**src/hdl/scc_pkg.sv**
```systemverilog
`default_nettype none

package scc_pkg;

  localparam int unsigned ListDepth = 4096;
  localparam int unsigned MaxHits   = 64;

  localparam int unsigned AddrW  = $clog2(ListDepth);
  localparam int unsigned CntW   = AddrW + 1;
  localparam int unsigned HitW   = $clog2(MaxHits + 1);
  localparam int unsigned TimeW  = 32;
  localparam int unsigned WinW   = 20;
  localparam int unsigned LagW   = 21;
  localparam int unsigned CfgIdxW = 1;
  localparam int unsigned CfgDataW = WinW;

  localparam logic [1:0] OpLoad    = 2'd0;
  localparam logic [1:0] OpProbe   = 2'd1;
  localparam logic [1:0] OpRestart = 2'd2;

  localparam logic [CfgIdxW-1:0] CfgWinHalfWidth = 1'd0;
  localparam logic [CfgIdxW-1:0] CfgSelfMode     = 1'd1;

  localparam logic [WinW-1:0] WinResetVal = 20'd3000;

  typedef struct packed {
    logic [1:0]       opcode;
    logic [TimeW-1:0] sample_time;
  } in_item_t;

  typedef struct packed {
    logic signed [LagW-1:0] lag;
    logic                   hit;
    logic                   last;
    logic                   truncated;
  } out_item_t;

  typedef struct packed {
    logic [WinW-1:0] window_half_width;
    logic            self_mode;
  } cfg_t;

  typedef struct packed {
    logic             we;
    logic [AddrW-1:0] waddr;
    logic [TimeW-1:0] wdata;
    logic             re;
    logic [AddrW-1:0] raddr;
  } mem_req_t;

endpackage

`default_nettype wire

```
**src/hdl/scc_walk.sv**
```systemverilog
`default_nettype none

module scc_walk (
  input  wire logic                     clk_i,
  input  wire logic                     rst_ni,
  input  wire scc_pkg::cfg_t            cfg_i,
  input  wire logic                     in_valid_i,
  output logic                          in_stall_o,
  input  wire scc_pkg::in_item_t        in_data_i,
  output logic                          out_valid_o,
  input  wire logic                     out_stall_i,
  output scc_pkg::out_item_t            out_data_o,
  output scc_pkg::mem_req_t             mem_req_o,
  input  wire logic [scc_pkg::TimeW-1:0] rd_data_i
);

  typedef enum logic [3:0] {
    StIdle  = 4'b0001,
    StAdv   = 4'b0010,
    StScan  = 4'b0100,
    StFlush = 4'b1000
  } state_e;

  state_e state_q, state_d;

  logic [scc_pkg::CntW-1:0]  count_q, count_d;
  logic [scc_pkg::AddrW-1:0] ws_q, ws_d;
  logic [scc_pkg::AddrW-1:0] ptr_q, ptr_d;
  logic [scc_pkg::TimeW-1:0] pidx_q, pidx_d;
  logic [scc_pkg::TimeW-1:0] t_q, t_d;
  logic [scc_pkg::HitW-1:0]  hits_q, hits_d;
  logic                      dropped_q, dropped_d;
  logic                      pend_valid_q, pend_valid_d;
  logic [scc_pkg::LagW-1:0]  pend_lag_q, pend_lag_d;

  logic                      out_valid_q;
  scc_pkg::out_item_t        out_q;
  logic                      push;
  scc_pkg::out_item_t        push_item;
  logic                      can_push;

  logic [scc_pkg::TimeW:0]   s_ext, t_ext, w_ext;
  logic                      below, above, self_skip, has_next;
  logic [scc_pkg::AddrW-1:0] ptr_inc;
  logic [scc_pkg::AddrW-1:0] ptr_start;
  logic [scc_pkg::LagW-1:0]  lag_now;

  assign s_ext = {1'b0, rd_data_i};
  assign t_ext = {1'b0, t_q};
  assign w_ext = {{(scc_pkg::TimeW + 1 - scc_pkg::WinW){1'b0}}, cfg_i.window_half_width};

  assign below     = (s_ext + w_ext) < t_ext;
  assign above     = s_ext > (t_ext + w_ext);
  assign self_skip = cfg_i.self_mode
                   && ({{(scc_pkg::TimeW - scc_pkg::AddrW){1'b0}}, ptr_q} == pidx_q)
                   && (rd_data_i == t_q);
  assign has_next  = ({1'b0, ptr_q} + scc_pkg::CntW'(1)) < count_q;
  assign ptr_inc   = ptr_q + scc_pkg::AddrW'(1);
  assign ptr_start = ({1'b0, ws_q} >= count_q) ? '0 : ws_q;
  assign lag_now   = rd_data_i[scc_pkg::LagW-1:0] - t_q[scc_pkg::LagW-1:0];

  assign can_push  = !out_valid_q || !out_stall_i;

  always_comb begin
    state_d      = state_q;
    count_d      = count_q;
    ws_d         = ws_q;
    ptr_d        = ptr_q;
    pidx_d       = pidx_q;
    t_d          = t_q;
    hits_d       = hits_q;
    dropped_d    = dropped_q;
    pend_valid_d = pend_valid_q;
    pend_lag_d   = pend_lag_q;
    mem_req_o    = '0;
    push         = 1'b0;
    push_item    = '0;

    unique case (state_q)
      StIdle: begin
        if (in_valid_i) begin
          unique case (in_data_i.opcode)
            scc_pkg::OpLoad: begin
              if (count_q < scc_pkg::CntW'(scc_pkg::ListDepth)) begin
                mem_req_o.we    = 1'b1;
                mem_req_o.waddr = count_q[scc_pkg::AddrW-1:0];
                mem_req_o.wdata = in_data_i.sample_time;
                count_d         = count_q + scc_pkg::CntW'(1);
              end
            end
            scc_pkg::OpProbe: begin
              t_d          = in_data_i.sample_time;
              hits_d       = '0;
              dropped_d    = 1'b0;
              pend_valid_d = 1'b0;
              if (count_q == '0) begin
                state_d = StFlush;
              end else begin
                ptr_d           = ptr_start;
                mem_req_o.re    = 1'b1;
                mem_req_o.raddr = ptr_start;
                state_d         = StAdv;
              end
            end
            scc_pkg::OpRestart: begin
              count_d = '0;
              ws_d    = '0;
              pidx_d  = '0;
            end
            default: ;
          endcase
        end
      end

      StAdv: begin
        // move the window start past entries that lie below the window
        if (has_next && below) begin
          ptr_d           = ptr_inc;
          mem_req_o.re    = 1'b1;
          mem_req_o.raddr = ptr_inc;
        end else begin
          ws_d    = ptr_q;
          state_d = StScan;
        end
      end

      StScan: begin
        priority if (above) begin
          state_d = StFlush;
        end else if (below || self_skip) begin
          if (has_next) begin
            ptr_d           = ptr_inc;
            mem_req_o.re    = 1'b1;
            mem_req_o.raddr = ptr_inc;
          end else begin
            state_d = StFlush;
          end
        end else if (hits_q >= scc_pkg::HitW'(scc_pkg::MaxHits)) begin
          dropped_d = 1'b1;
          state_d   = StFlush;
        end else if (!pend_valid_q || can_push) begin
          // previous hit goes out once we know it is not the last one
          if (pend_valid_q) begin
            push            = 1'b1;
            push_item.lag   = pend_lag_q;
            push_item.hit   = 1'b1;
          end
          pend_valid_d = 1'b1;
          pend_lag_d   = lag_now;
          hits_d       = hits_q + scc_pkg::HitW'(1);
          if (has_next) begin
            ptr_d           = ptr_inc;
            mem_req_o.re    = 1'b1;
            mem_req_o.raddr = ptr_inc;
          end else begin
            state_d = StFlush;
          end
        end else begin
          // output busy, hold position
        end
      end

      StFlush: begin
        if (can_push) begin
          push           = 1'b1;
          push_item.last = 1'b1;
          if (pend_valid_q) begin
            push_item.lag       = pend_lag_q;
            push_item.hit       = 1'b1;
            push_item.truncated = dropped_q;
          end
          pend_valid_d = 1'b0;
          pidx_d       = pidx_q + scc_pkg::TimeW'(1);
          state_d      = StIdle;
        end
      end

      default: state_d = StIdle;
    endcase
  end

  always_ff @(posedge clk_i or negedge rst_ni) begin
    if (!rst_ni) begin
      state_q      <= StIdle;
      count_q      <= '0;
      ws_q         <= '0;
      pidx_q       <= '0;
      pend_valid_q <= 1'b0;
      out_valid_q  <= 1'b0;
    end else begin
      state_q      <= state_d;
      count_q      <= count_d;
      ws_q         <= ws_d;
      pidx_q       <= pidx_d;
      pend_valid_q <= pend_valid_d;
      if (push) begin
        out_valid_q <= 1'b1;
      end else if (!out_stall_i) begin
        out_valid_q <= 1'b0;
      end
    end
  end

  always_ff @(posedge clk_i) begin
    ptr_q      <= ptr_d;
    t_q        <= t_d;
    hits_q     <= hits_d;
    dropped_q  <= dropped_d;
    pend_lag_q <= pend_lag_d;
    if (push) begin
      out_q <= push_item;
    end
  end

  assign in_stall_o  = (state_q != StIdle);
  assign out_valid_o = out_valid_q;
  assign out_data_o  = out_q;

endmodule

`default_nettype wire
```
**config.mk**
```make
export PLATFORM = sky130hd
export DESIGN_NAME = scc_walk
export DESIGN_NICKNAME = d
export VERILOG_FILES = /design/src/hdl/scc_pkg.sv /design/src/hdl/scc_walk.sv
export SDC_FILE = /design/constraint.sdc
export NUM_CORES = 1
export LEC_CHECK = 0
export BUFFER_PORTS_ARGS = -buffer_cell sky130_fd_sc_hd__clkbuf_2
export CAP_MARGIN = 20
export CORE_MARGIN = 4
export CORE_UTILIZATION = 60
export DETAILED_ROUTE_END_ITERATION = 8
export HOLD_SLACK_MARGIN = 0.02
export MAX_ROUTING_LAYER = met4
export PLACE_DENSITY = 0.83
export SYNTH_ARGS = -nofsm -noshare
export SYNTH_HDL_FRONTEND = slang
export SYNTH_SLANG_ARGS = --single-unit
```
**constraint.sdc**
```tcl
create_clock -name clk_i -period 19.3 [get_ports clk_i]
set_input_delay 1.93 -clock clk_i [delete_from_list [all_inputs] [get_ports clk_i]]
set_output_delay 1.93 -clock clk_i [all_outputs]
set_load 0.05 [all_outputs]
```
# Yosys cells after proc, flatten, opt, wreduce, memory -nomap -nowiden
# Cells that the tools add are included.
# op_classes
n_addsub,8
multipliers,0
n_div,0
order_cmp,6
eq_ne,26
shifts,0
n_mux,81
n_bitwise,3
n_reduce_logical,28
# ops
op,n
two-way mux 12 bit,13
two-way mux 45 bit,3
two-way mux 13 bit,9
two-way mux 22 bit,5
two-way mux 32 bit,3
adder 32 x 20 -> 33 bit,2
case mux 32 bit (2 select lines),1
two-way mux 58 bit,1
case mux 22 bit (2 select lines),1
two-way mux 7 bit,6
two-way mux 4 bit,10
case mux 13 bit (3 select lines),1
case mux 12 bit (3 select lines),1
greater-than comparator 32 x 33 -> 1 bit,1
< comparator 33 x 32 -> 1 bit,1
"adder 32 x 1 -> 32 bit, second input constant",1
== test 12 x 32 -> 1 bit,1
== test 32 bit,1
case mux 13 bit (2 select lines),1
two-way mux 24 bit,1
case mux 12 bit (2 select lines),1
"inequality test 2 bit, second input constant",11
subtractor 21 bit,1
two-way mux 1 bit,19
other kinds (36),57
# word_totals
regBits,160
latch_bits,0
ramBits,0
mem_bits_ro,0
inputBits,91
out_inout_bits,84
word_cells,167
n_memories,0

# Longest topological paths before layout
# Gate-level depths: netlist of the first run.
# logic_depth
word_depth,9
ltp_mapped,23
ltp_nobuf,21

# Worst setup path before layout of the first run
# No wires, ideal clock.
# synth_path
path_kind,in2out
from,input port cfg_i[1] in the netlist's numbering
to,output port mem_req_o[0] in the netlist's numbering
t_arrival_ns,6.845
t_required_ns,17.370
path_slack_ns,10.525
cell_stages,23
n_path_buf,2
cell_sequence,ha_1 > fa_1 > a21oi_1 > nor3_1 > nor3_2 > a221oi_1 > a31oi_1 > o21ai_0 > a21oi_1 > nor2_1 > xnor2_1 > ha_1 > nand4_1 > nor3_1 > nand4_1 > o31a_1 > o31ai_1 > o21bai_1 > o41a_1 > buf_2 > a41oi_1 > buf_2 > o2bb2ai_1
# synth_rtl
element,line,text
start: declaration,scc_walk.sv:6,"input wire scc_pkg::cfg_t cfg_i,"
end: declaration,scc_walk.sv:13,"output scc_pkg::mem_req_t mem_req_o,"

==> results.cfg, run 1 <==
[run_status]
outcome = finished clean

[place]
post-place-ws_ns = 9.27
dpl.cell_count = 1825
routabilityCongestion = 0.980
io_buffers = 174
dp_hpwl_um = 28900

[grt]
grt-ovfl-total = 0
grt_pass1_wl_um = 59100
grtUsageTotal_pct = 31.7
grt_max_degree = 64
antenna_found_initial = 0
first_global_vias = 11200

[clock_tree]
cts-root-buf = clkbuf_16
cts_buffers = 17
cts_hold_buf = 0
cts.sinks = 160
h-tree-depth = 4
cts_tree = built
cts_resized = 0
cts_setup_buffers = 0
cts_buffer_depth = 2
cts.clk_slew.worst_paths_ns = 0.06
clock_latency_ns = 0.44

[cells_and_area]
area_growth_pct = 13.7
finalNetCount = 1818
diodes = 0
final_cells = 1859
final_core_util_pct = 69.6
drive_gt1_share_pct = 15.2

[logic_synthesis]
synth.area.top_cells = edfxtp_1 23%, ha_1 15%, dfrtp_1 12%
synthXorXnorAreaFrac_pct = 9.44
synth_top_cell_by_area = edfxtp_1
synth_fa_ha_area_share_pct = 15.3
synthCells = 1401
synthFlopType = edfxtp_1
netlist_area_um2 = 12900
synth_cell_types = 77
synthTopCellsByCount = 153 x ha_1, 109 x inv_1, 109 x nor2_1, 97 x edfxtp_1, 96 x nand2_1
muxShareOfSynthArea_pct = 0.165
synth_top_family_by_area = simple AND/OR/NAND/NOR gates
async_reset_ff_share_pct = 39.4
synth_compound_gate_area_share_pct = 16.0
ys_seq_area_share_pct = 34.8
synthSimpleGateAreaFrac_pct = 19.9
yosysMostFrequentCell = ha_1
syn_avg_cell_area_um2 = 9.21
synth_top_cell_area_share_pct = 22.6
ys_seq_elements = 160
synth-edff-count = 97
synth_fp_nets = 1648
ys_warn_count = 0

[drt]
drc = 0
ant_nets = 0
vias = 11500
viasPerCell = 6.19
drt_iter0_markers = 1007
drt-wirelength-per-cell_um = 19.8
wirelength_um = 36900
dr.pass1.iters = 5

[critical_path]
reg2reg_from = t_q[0]
slowest_stage = o41ai_1
end_kind = output pin
endpoint = mem_req_o[5]
r2r-end = out_data_o[2]
crit_start = cfg_i[2]
path_cells = clkbuf_2, ha_1, a21o_1, a21oi_1, nor2b_1, o21a_1, o41ai_1, a2111oi_0, o31a_1, o211ai_1, xnor2_1, ha_1, and3_1, nand3_1, or4_1, a31oi_1, o311a_2, o22ai_1, a41oi_1, buf_4, o2bb2ai_1, clkbuf_2
cp.required_ns = 17.37
r2r_setup_slack_ns = 12.98
startpoint_type = primary input
critical_path.max_fanout = 8
cp.depth = 22
arrival_ns = 7.90
reg2regPathDepth = 22
crit_buf_inv = 3
crit_family = compound AO/OA/AOI/OAI gates
crit_type = in2out
critPathMaxStageDelay_ns = 0.77

[timing]
slew_headroom_pct = 36.2
timing.setup.tns_ns = 0
finalSetupViolations = 0
tightest_slew_ns = 0.944
fmax_mhz = 102
fin_skew_ns = 0.0134
min_period_ns = 9.83
finalHoldViolCount = 0
slew_viol_final = 0
rsz0062_at_grt = no
worst_slack_ns = 9.47
post-route-period-util_pct = 50.9

[power_and_ir_drop]
power_density_nw_per_um2 = 83.3
ir_worst_vdd_mv = 0.0679
p_leak_nw = 6.60

[hold_path]
min_path_type = reg2reg

[floorplan]
initial_core_util_pct = 61.2
fp.dieW_um = 155
dieHeight_um = 155
rows = 53
coreArea_um2 = 21100
io_pins = 175
dieArea_um2 = 23900

[job]
drv_cap = 0
## flip-flops by register name, summed over array words and instances, names as in the netlist
name / flops
t_q: 32
out_data_o: 24
pend_valid_q: 1
state_q: 4
ws_q: 12
dropped_q: 1
pend_lag_q: 21
pidx_q: 32
ptr_q: 12
count_q: 13
out_valid_o: 1
hits_q: 7
## cell usage in the layout (no fill, tap or decap), drive strengths merged, types with 10 or more instances in the layout
cell type,instances
a21o,24
a21oi,81
a31oi,13
and2,36
and3,39
buf,13
clkbuf,193
dfrtp,62
edfxtp,97
ha,153
inv,118
nand2,96
nand2b,16
nand3,45
nand4,28
nor2,109
nor2b,18
nor3,22
nor3b,21
nor4,26
o2111ai,10
o211ai,12
o21a,10
o21ai,52
o21bai,10
o22ai,16
o2bb2ai,12
o31ai,16
or3,12
xnor2,89
xor2,50
## metrics by stage
stage / hold slack (ns) / instance area (µm²) / total power, W
2_1_floorplan: 0.506 / 12900 / 0.000746
3_3_place_gp: 0.524 / 14100 / 0.000858
3_5_place_dp: 0.536 / 14100 / 0.000870
4_1_cts: 0.555 / 14700 / 0.00121
5_1_grt: 0.574 / 14700 / 0.00129
6_report: 0.553 / 14700 / 0.00122
## power breakdown
group	internal [W]	switching (W)	total (W)
clock	0.000181	0.000163	0.000345
combinational	0.000166	0.000277	0.000443
sequential	0.000397	0.0000374	0.000435
total	0.000745	0.000478	0.00122
## how the worst min path moves through the flow
stage / start / endpoint / depth (start not counted)
final: pidx_q[31] / pidx_q[31] / 2
after global routing: pidx_q[31] / pidx_q[31] / 2
after CTS: pidx_q[31] / pidx_q[31] / 2
after detailed placement: pidx_q[31] / pidx_q[31] / 2
after global placement: pidx_q[31] / pidx_q[31] / 2
after floorplan: pidx_q[31] / pidx_q[31] / 2
## per-layer routing
metal | vias to the layer above | wire length (µm) | global-route usage [%]
li1 | 5480 | - | -
met1 | 5379 | 15900 | 43.0
met2 | 567 | 16600 | 49.2
met3 | 79 | 3340 | 5.71
met4 | 0 | 1060 | 9.29
met5 | - | 0 | -
## cell families after synthesis
kind of cell / count (synthesis)
compound gates: 309
simple gates: 490
fa+ha+maj: 156
flops: 160
buf+inv: 145
xor+xnor: 139
mux: 2
## area by class of cell
cell class	instances	area [µm²]
multi-input combinational	1096	7870
fill	1662	6410
sequential	160	4490
timing repair buffer	187	976
clock buffer	19	464
inverter	109	409
tap	275	344
clock inverter	13	116
## worst register-to-register path, delay by kind of cell, from the launching register on
kind | cells | cell delay [ns]
AO/OA/AOI/OAI | 11 | 2.86
XOR/XNOR | 1 | 0.14
adder cells (fa/ha/maj) | 3 | 0.96
buffers and inverters | 1 | 0.34
flip-flops | 1 | 0.44
AND/OR/NAND/NOR | 6 | 1.27
Note: power is estimated with default switching activity, not from simulation.
==> run 2, diff against run 1 <==
- ABC_AREA: unset -> 1
- PLACE_DENSITY: 0.83 -> 0.82
- clock period: 19.3 -> 9.4 ns (I/O delays scaled with it)
==> run 2 against run 1 <==
Net effect: wire length decreased by 2.6%; sequential share of layout area decreased by 1.1 points; clock-buffer cell count decreased by 2; flip-flop and latch count unchanged; highest routed layer unchanged.
==> results.cfg, run 2 <==
[logic_synthesis]
synth_cell_types = 56
ys_seq_area_share_pct = 33.6
netlist_area_um2 = 13400
synth_top_cell_area_share_pct = 21.8
synthFlopType = edfxtp_1
synth-edff-count = 97
syn_avg_cell_area_um2 = 7.75
synth_fp_nets = 1971
yosysMostFrequentCell = nand2_1
synth.area.top_cells = edfxtp_1 22%, ha_1 14%, dfrtp_1 12%
async_reset_ff_share_pct = 39.4
synthTopCellsByCount = 315 x nand2_1, 250 x inv_1, 183 x nor2_1, 153 x ha_1, 145 x a21oi_1
synth_top_cell_by_area = edfxtp_1
synthCells = 1724
ys_seq_elements = 160
ys_warn_count = 0

[floorplan]
io_pins = 175
fp.dieW_um = 157
dieArea_um2 = 24700
dieHeight_um = 157
initial_core_util_pct = 61.0
rows = 54
coreArea_um2 = 21900

[drt]
vias = 12500
drt-wirelength-per-cell_um = 16.3
drt_iter0_markers = 990
viasPerCell = 5.70
wirelength_um = 35900
ant_nets = 0
dr.pass1.iters = 6
drc = 0

[run_status]
outcome = finished clean

[timing]
fin_skew_ns = 0.0140
post-route-period-util_pct = 65.4
slew_headroom_pct = 30.8
timing.setup.tns_ns = 0
worst_slack_ns = 3.25
min_period_ns = 6.15
fmax_mhz = 163
finalHoldViolCount = 0
finalSetupViolations = 0
rsz0062_at_grt = no
tightest_slew_ns = 1.04
slew_viol_final = 0

[power_and_ir_drop]
p_switching_w = 0.00121
p_comb_share_pct = 40.1
seq_power_share_pct = 33.9
p_int_w = 0.00159
power_density_nw_per_um2 = 184
ir_worst_vdd_mv = 0.120
swShare_pct = 43.2
p_leak_nw = 7.42
p_clk_share_pct = 26.0

[clock_tree]
clock_latency_ns = 0.45
cts.sinks = 160
cts_tree = built
cts_hold_buf = 0
cts_buffers = 17
cts_resized = 0
h-tree-depth = 4
cts-root-buf = clkbuf_16
cts.clk_slew.worst_paths_ns = 0.08
cts_setup_buffers = 0
cts_buffer_depth = 2

[grt]
grt_max_degree = 64
first_global_vias = 12400
grt-ovfl-total = 0
grt_pass1_wl_um = 58600
grtUsageTotal_pct = 30.4
antenna_found_initial = 0

[cells_and_area]
drive_gt1_share_pct = 14.3
area_growth_pct = 14.0
finalNetCount = 2154
layout_common_cells = 315 x nand2_1, 250 x inv_1, 182 x nor2_1
diodes = 0
n_fill_cell = 1783
final_common_cell = nand2_1
seq_area_um2 = 4490
multiInputGateArea_um2 = 7820
final_cells = 2200

[place]
routabilityCongestion = 0.991
dpl.cell_count = 2167
io_buffers = 174
post-place-ws_ns = 3.33
dp_hpwl_um = 28700

[critical_path]
cp.required_ns = 8.46
crit_top_cell = nand2_1
crit_type = in2out
critPathMaxStageDelay_ns = 0.39
end_kind = output pin
crit_buf_inv = 3
startpoint_type = primary input
path_cells = clkbuf_2, ha_1, a21oi_1, nand2_1, a21oi_1, nor2_1, o22ai_1, inv_1, a21oi_1, o21ai_0, nand2_1, nand2_1, xor2_1, ha_1, nand4_1, nor4_1, nand3_1, nand2_4, nand3b_4, nand2_2, nand2_1, nand2_1, clkbuf_2
arrival_ns = 5.21
critical_path.max_fanout = 12
slowest_stage = nor4_1
crit_family = simple AND/OR/NAND/NOR gates

[hold_path]
min_path_type = reg2reg

[job]
drv_cap = 0
[run 2: cell types whose count changed after synthesis, moves of 20 or more]
cell / change
nand2_1: +219
inv_1: +141
nor2_1: +74
a21oi_1: +65
xnor2_1: -54
and3_1: -37
and2_1: -35
o21ai_0: +34
nor3_1: +22
nor3b_1: -20
[run 2: cell type report]
cell class              count  area share (%)
clock inverters            15            1.32
inverters                 264            6.51
multi-input cells        1281            51.4
repair buffers            183            6.24
clock buffers              17            2.79
flip-flops and latches    160            29.5
well taps                 280            2.30
[run 2: power by group through the flow]
stage	Sequential (W)	Clock [W]	Combinational (W)
final	0.000950	0.000731	0.00113
after global placement	0.000957	0	0.00107
after detailed placement	0.000961	0	0.00111
after CTS	0.000946	0.000735	0.00112
after global routing	0.000959	0.000762	0.00125
after floorplan	0.00101	0	0.000738
[run 2: metrics by stage]
| step | utilization, % | hold slack, ns | cell area, µm² | total power, W |
|---|---|---|---|---|
| after floorplan | - | 0.455 | 13400 | 0.00175 |
| after global placement | 66.6 | 0.478 | 14600 | 0.00203 |
| after detailed placement | 66.6 | 0.485 | 14600 | 0.00207 |
| after CTS | 69.5 | 0.497 | 15200 | 0.00280 |
| after global routing | 69.6 | 0.515 | 15200 | 0.00297 |
| final | 69.6 | 0.497 | 15200 | 0.00281 |
[run 2: routing by layer]
layer | track usage, % | vias to the layer above | wire (µm)
met3 | 4.21 | 90 | 2620
met5 | - | - | 0
li1 | - | 6202 | -
met4 | 9.71 | 0 | 1010
met1 | 37.9 | 5712 | 14800
met2 | 51.3 | 530 | 17500
[run 2: cell families (layout without fill, tap and decap cells)]
logic type,count (synthesis),after routing,synth area share (%)
and+or+nand+nor,712,712,23.9
AOI/OAI and AO/OA,321,321,13.6
buffers and inverters,283,479,8.06
DFF,160,160,33.6
adders and majority gates,156,156,14.8
xor gates and xnor gates,92,92,6.03
[run 2: worst paths after layout]
check / slack [ns] / startpoint / cells after the start / endpoint
min reg2reg: 0.50 / pidx_q[29] / 1 / pidx_q[29]
min in group asynchronous: 0.67 / rst_ni / 2 / pidx_q[31]
max reg2reg: 3.96 / t_q[2] / 19 / out_data_o[11]
min: 0.50 / pidx_q[29] / 1 / pidx_q[29]
max in group asynchronous: 8.17 / rst_ni / 2 / state_q[1]
max: 3.25 / cfg_i[3] / 23 / mem_req_o[2]
[run 2: worst register-to-register path: stages, from the launching register on]
cell and delay, ns:
edfxtp_1 0.44, ha_1 0.36, a21oi_1 0.16, nand2_1 0.10, a21oi_1 0.20, nor2_1 0.07, o22ai_1 0.28, inv_1 0.08
a21oi_1 0.31, o21ai_0 0.21, nand2_1 0.11, nand2_1 0.10, xor2_1 0.16, ha_1 0.32, nand4_1 0.09, nor4_1 0.39
nand3_1 0.28, nand2_4 0.20, nand3_2 0.37, nand2_1 0.84
==> run 3, diff against run 2 <==
- ABC_AREA: 1 -> 0
- CORE_UTILIZATION: 60 -> 54
- PLACE_DENSITY: 0.82 -> 0.79
- clock period: 9.4 -> 4.9 ns (I/O delays scaled with it)
==> run 3 against run 2 <==
Net effect: the flow now finishes with violations (negative setup slack); register-to-register slack worse by 4.8 ns; sequential power up 82%; total power up 88%.
==> results.cfg, run 3 (synthesized netlist as in run 1, its figures left out) <==
[run_status]
outcome = finished, violations left
violations = negative setup slack

[power_and_ir_drop]
power_density_nw_per_um2 = 305
p_leak_nw = 7.85
ir_worst_vdd_mv = 0.352

[clock_tree]
cts.sinks = 160
cts-root-buf = clkbuf_16
cts_hold_buf = 0
clock_latency_ns = 0.44
cts_buffers = 17
h-tree-depth = 4
cts_tree = built
cts.clk_slew.worst_paths_ns = 0.08
cts_buffer_depth = 2

[place]
routabilityCongestion = 1.02
place_area_um2 = 15900
post-place-ws_ns = -0.758
dp_hpwl_um = 30200
io_buffers = 174

[timing]
worst_slack_ns = -1.14
tightest_slew_ns = 1.45
finalSetupViolations = 104
finalHoldViolCount = 0
slew_viol_final = 0
min_period_ns = 6.04
slew_headroom_pct = 3.33
post-route-period-util_pct = 123
fmax_mhz = 165
rsz0062_at_grt = yes
fin_skew_ns = 0.0136

[drt]
drt_iter0_markers = 1197
drc = 0
ant_nets = 0
dr.pass1.iters = 7
drt-wirelength-per-cell_um = 20.0
vias = 12700
viasPerCell = 6.04
wirelength_um = 41900

[critical_path]
crit_type = reg2out
arrival_ns = 5.55
critical_path.max_fanout = 6
reg2regPathDepth = 29
cp.required_ns = 4.41
startpoint_type = flop
end_kind = output pin

[grt]
grt_max_degree = 64
grt-ovfl-total = 0
first_global_vias = 12500
grt_pass1_wl_um = 64800
grtUsageTotal_pct = 31.8
antenna_found_initial = 0

[cells_and_area]
n_fill_cell = 1647
final_common_cell = buf_4
drive_gt1_share_pct = 28.3
finalNetCount = 2014
diodes = 0
area_growth_pct = 34.3
design_area_um2 = 17300
layout_common_cells = 176 x buf_4, 161 x clkbuf_2, 148 x ha_1

[floorplan]
rows = 56
fp.dieW_um = 163
coreArea_um2 = 23500
initial_core_util_pct = 55.0
dieHeight_um = 163
io_pins = 175
dieArea_um2 = 26400

[hold_path]
hold_depth = 1
min_path_type = in2reg

[job]
drv_cap = 0
## run 3: cell types whose count changed in the layout (fill, tap and decap cells not counted), moves of 25 or more
cell,change
xnor2_1,+54
and2_1,+34
a21oi_1,-74
nor3_1,-25
nand2_1,-221
inv_1,-141
buf_4,+168
and3_1,+37
nor2_1,-73
o21ai_0,-41
## run 3: per-layer routing
layer	global-route usage [%]	wire (µm)	up-vias
met5	-	0	-
met4	13.2	1780	0
met3	4.81	3340	138
met2	49.8	19300	635
met1	41.5	17500	6054
li1	-	-	5860
## run 3: layout make-up
type | instances | area [µm²] | area share [%]
clock buffer | 18 | 429 | 2.48
clock inverter | 14 | 149 | 0.859
inverter | 109 | 409 | 2.36
multi-input combinational | 1096 | 8570 | 49.4
sequential | 160 | 4490 | 25.9
tap | 319 | 399 | 2.30
timing repair buffer | 383 | 2890 | 16.6
## run 3: repair_timing
action,in CTS,in global routing
setup endpoints to repair,104,116
resized for setup,49,48
pin swaps,16,35
setup buffers,34,19
cloned,8,0
## run 3: final timing paths
path	startpoint	slack, ns	end
worst max-delay path	t_q[0]	-1.14	mem_req_o[2]
worst min-delay path	in_data_i[20]	0.23	t_q[20]
worst max register to register	t_q[0]	-0.83	out_data_o[8]
worst min register to register	count_q[11]	0.57	count_q[12]
max in group asynchronous	rst_ni	4.10	count_q[1]
min in group asynchronous	rst_ni	0.24	out_valid_o
## run 3: where the power goes
group	internal, W	switching, W	leakage, nW
Clock	0.000721	0.000645	0.282
Sequential	0.00156	0.000170	1.80
Combinational	0.000899	0.00128	5.77
Total	0.00318	0.00210	7.85
## run 3: through the flow
step	instances	hold WS, ns	util, %	power (W)	setup TNS (ns)
after CTS	2092	0.222	73.2	0.00517	-73.84
after global placement	2023	0.522	67.8	0.00365	-60.41
final	2099	0.228	73.8	0.00528	-80.22
after global routing	2099	0.234	73.8	0.00554	-109.19
after floorplan	1401	0.194	-	0.00300	-9.58
after detailed placement	2023	0.549	67.8	0.00371	-68.97
## run 3: critical path: stages, from the launching register on
cell       delay, ns
edfxtp_1        0.45
ha_4            0.19
buf_4           0.13
a21o_1          0.19
a21oi_2         0.25
o211ai_1        0.18
nand4_1         0.24
a31oi_1         0.13
buf_4           0.16
o2111ai_1       0.22
a31oi_1         0.16
buf_4           0.18
o21ai_0         0.18
xnor2_1         0.09
ha_1            0.30
nand4_1         0.15
nor3_4          0.19
nand4_1         0.14
nor2_1          0.15
o31ai_2         0.10
buf_4           0.13
o41a_1          0.37
a41oi_4         0.35
clkbuf_16       0.24
o2bb2ai_4       0.07
buf_12          0.15
